**config.mk**
```make
export PLATFORM = sky130hd
export DESIGN_NAME = ocas_ram
export DESIGN_NICKNAME = d
export VERILOG_FILES = /design/src/sv/ocas_ram.sv
export SDC_FILE = /design/constraint.sdc
export NUM_CORES = 1
export LEC_CHECK = 0
export BUFFER_PORTS_ARGS = -buffer_cell sky130_fd_sc_hd__buf_2
export CORE_MARGIN = 3
export CORE_UTILIZATION = 33
export CTS_BUF_LIST = sky130_fd_sc_hd__clkbuf_2 sky130_fd_sc_hd__clkbuf_4 sky130_fd_sc_hd__clkbuf_8
export DETAILED_ROUTE_END_ITERATION = 12
export HOLD_SLACK_MARGIN = 0.15
export PLACE_DENSITY_LB_ADDON = 0.08
export SETUP_SLACK_MARGIN = 0.1
export SYNTH_ARGS = -nofsm -noshare
export SYNTH_HDL_FRONTEND = slang
export SYNTH_SLANG_ARGS = --single-unit
```
**constraint.sdc**
```tcl
create_clock -name clk_i -period 4.1 [get_ports clk_i]
set_input_delay 0.82 -clock clk_i [delete_from_list [all_inputs] [get_ports clk_i]]
set_output_delay 0.82 -clock clk_i [all_outputs]
set_load 0.02 [all_outputs]
```
**src/sv/ocas_ram.sv**
```systemverilog
// Generic single-write, single-read RAM with a registered read port.
`default_nettype none

module ocas_ram #(
  parameter int unsigned WIDTH = 8,
  parameter int unsigned DEPTH = 16,
  parameter int unsigned ADDR_W = (DEPTH > 1) ? $clog2(DEPTH) : 1
) (
  input  wire logic              clk_i,
  input  wire logic              we_i,
  input  wire logic [ADDR_W-1:0] waddr_i,
  input  wire logic [WIDTH-1:0]  wdata_i,
  input  wire logic [ADDR_W-1:0] raddr_i,
  output logic      [WIDTH-1:0]  rdata_o
);

  logic [WIDTH-1:0] mem_q [DEPTH];

  always_ff @(posedge clk_i) begin
    if (we_i) begin
      mem_q[waddr_i] <= wdata_i;
    end
    rdata_o <= mem_q[raddr_i];
  end

endmodule

`default_nettype wire

```
# Word-level counts from Yosys, hierarchy flattened
# Memory sizes are Yosys's and may differ from the RTL's. A register that Yosys moved wholly into a read port is not among the register bits.
# Cells that the tools add are included.
dict set report word_totals {
  ff_bits 0
  ramBits 128
  output_inout_bits 8
  mem_count 1
}
dict set report op_classes {
  n_mux 2
}
# memory words word_bits read_ports rd_ports_with_merged_regs write_ports line
set memory_table {}
lappend memory_table {mem_q 16 8 1 1 1 17} ;# logic [WIDTH-1:0] mem_q [DEPTH];
# cell n
set ops {}
lappend ops {{1-bit two-way mux} 2}

# Longest topological paths before layout
dict set report logic_depth {
  depth_word 2
  depth_mapped 5
}

# Worst setup path after synthesis
# Ideal clock, no wire load.
dict set report synth_timing {
  path_type {input port to flip-flop}
  from {input waddr_i[2]}
  to {memory mem_q[0][0], enable pin}
  arrival_ns 1.930
  path_slack_ns 1.787
  stages 2
  n_path_buf 0
  path_cell_list {or3b_2 > nor3_1}
}
# element line
set synth_lines {}
lappend synth_lines {{start, declared} 11} ;# input wire logic [ADDR_W-1:0] waddr_i,
lappend synth_lines {{end, declared} 17}
# No word-level cell before the write port.

==> results.toml <==
[cts]
clock-sinks = 136
cts_resized = 0
clock-root-buffer = "clkbuf_8"
htree_levels = 4
clk_pin_slew_ns = 0.07
hold_buffers = 0
numCtsBuffers = 17
cts_tree = "done"
clockBufferDepth = 2
clk_latency_ns = 0.43
post-cts-setup-buffer-count = 0

[floorplan]
core_area_um2 = 15260
die_w_um = 130.9
io_pins = 26
die_area_um2 = 17130
placementRows = 45
initial_core_util_pct = 33.74
fp.dieH_um = 130.9

[routing]
vias = 2347
ant_nets = 0
vias_per_cell = 4.780
drt-initial-drc-count = 166
drc_errors = 0
routed_wire_length_per_instance_um = 22.10
firstDrtPassIters = 4
drt_wl_total_um = 10850

[layout]
layout_commonest_cell = "edfxtp_1"
drive_gt1_share_pct = 27.14
syn_to_final_growth_pct = 13.00
antenna_cells = 0
fin_util_pct = 38.12
final_cell_mix = "edfxtp_1, buf_2, mux4_2"
fill_cells = 1419
fin_nets = 286

[logic_synthesis]
ys_seq_area_share_pct = 77.78
avgSynthCellArea_um2 = 22.48
syn_inst = 229
ys_ff_latch = 136
syn_nets = 247
yosys_warnings = 0
synth_area_um2 = 5147
synthDistinctLibCells = 19

[power]
p_leak_nw = 1.897
irDropWorstVdd_uv = 159.1
p_per_area_nw_per_um2 = 449.8

[global_route]
antenna_found_initial = 0
track_usage_pct = 14.06
grt_pass1_vias = 2585
grt.overflow.total = 0
grt_max_degree = 33
grt_pass1_wl_um = 16500

[sta]
slew_viol_final = 0
slew_headroom_pct = 29.37
final-setup-viol-count = 0
max_freq_ghz = 0.4226
fin_ws_ns = 1.734
post-route-period-util_pct = 57.71
skew_ns = 0.006864
fin_crit_ns = 2.366
worst_slew_pin_slew_ns = 1.056
hold_viol = 0
rsz0062_at_grt = "false"
fin_hold_ws_ns = 0.6723
tns_ns = 0

[job]
max-cap-violations = 0

[worst_setup_path]
path_cells = "buf_2, buf_12, mux4_1, a22oi_1, nand2_1"
crit_required_ns = 4.41
path_buf_inv = 2
critPathSlowestCell = "buf_2"
crit_family = "buffers and inverters"
worstPathMaxFanout = 23
cp.arrival_ns = 2.68
start_kind = "input port"
max_stage_delay_ns = 0.63
critPathKind = "in2reg"
critPathCaptureType = "flop"

[place]
io_buffer_count = 25
place_congestion = 0.6692
post-dp-hpwl_um = 6653
preCtsSetupSlack_ns = 1.251

[min_path]
hold_path.class = "reg2reg"

[status]
outcome = "finished, final reports clean"
-- state kept, by name (all words and copies together) (netlist names) --
register and count:
rdata_o 8, mem_q 128
-- per-stage QoR --
| stage | power, mW | cell area (um2) | instances |
|---|---|---|---|
| after floorplan | 1.680 | 5147 | 229 |
| after global placement | 1.748 | 5500 | 460 |
| after detailed placement | 1.748 | 5500 | 460 |
| after CTS | 2.654 | 5817 | 491 |
| after global routing | 2.725 | 5817 | 491 |
| final | 2.616 | 5817 | 491 |
-- layout make-up --
type / instances / area [um2] / share of cell area [%]
timing repair buffer: 30 / 175.2 / 3.011
multi-input combinational: 83 / 1057 / 18.18
sequential: 136 / 4004 / 68.83
clock buffer: 24 / 286.5 / 4.926
clock inverter: 7 / 30.03 / 0.5162
tap: 211 / 264.0 / 4.539
-- cell usage after synthesis, drive strengths merged --
master	count	share of area, %
edfxtp	128	75
mux4	32	15
a22oi	16	2.3
nor2	13	0.95
nand2	9	0.66
dfxtp	8	3.1
buf	7	1.1
nor3	4	0.39
clkdlybuf4s25	3	0.58
nand2b	2	0.24
nand3b	2	0.29
and2	1	0.12
and2b	1	0.15
nand3	1	0.097
nor2b	1	0.12
or3b	1	0.17
-- worst min-delay path: cells and delay by family (launching register included) --
kind	cells	cell delay, ns
flip-flops	1	0.32
multiplexers	1	0.22
AO/OA/AOI/OAI	1	0.05
AND/OR/NAND/NOR	1	0.05
-- where the power goes --
group | switching [mW] | internal [mW] | leakage [nW]
Combinational | 0.0932 | 0.0580 | 0.501
Sequential | 0.00792 | 1.55 | 1.22
Clock | 0.455 | 0.449 | 0.172
Total | 0.556 | 2.06 | 1.90
-- layer usage --
layer	track usage (%)	routed length, um	vias up
met5	0	0	-
met4	5.445	199	0
met3	3.618	363	15
met2	21.40	5157	48
met1	19.52	5130	1235
li1	-	-	1049
-- final timing paths --
| check | startpoint | endpoint | slack, ns | depth (start not counted) |
|---|---|---|---|---|
| min reg2reg | mem_q[15][3] | rdata_o[3] | 0.67 | 3 |
| max | raddr_i[0] | rdata_o[2] | 1.73 | 5 |
| min | mem_q[15][3] | rdata_o[3] | 0.67 | 3 |
| max reg2reg | mem_q[10][2] | rdata_o[2] | 2.71 | 3 |
-- kinds of logic (layout without fill, tap and decap cells) --
family	after synthesis	after routing	synth area share, %
buffers and inverters	10	61	1.677
AO/OA/AOI/OAI	16	16	2.334
flip-flops	136	136	77.78
AND/OR/NAND/NOR	35	35	3.184
multiplexers	32	32	15.02
No activity file was read; power rests on OpenSTA's default activity.
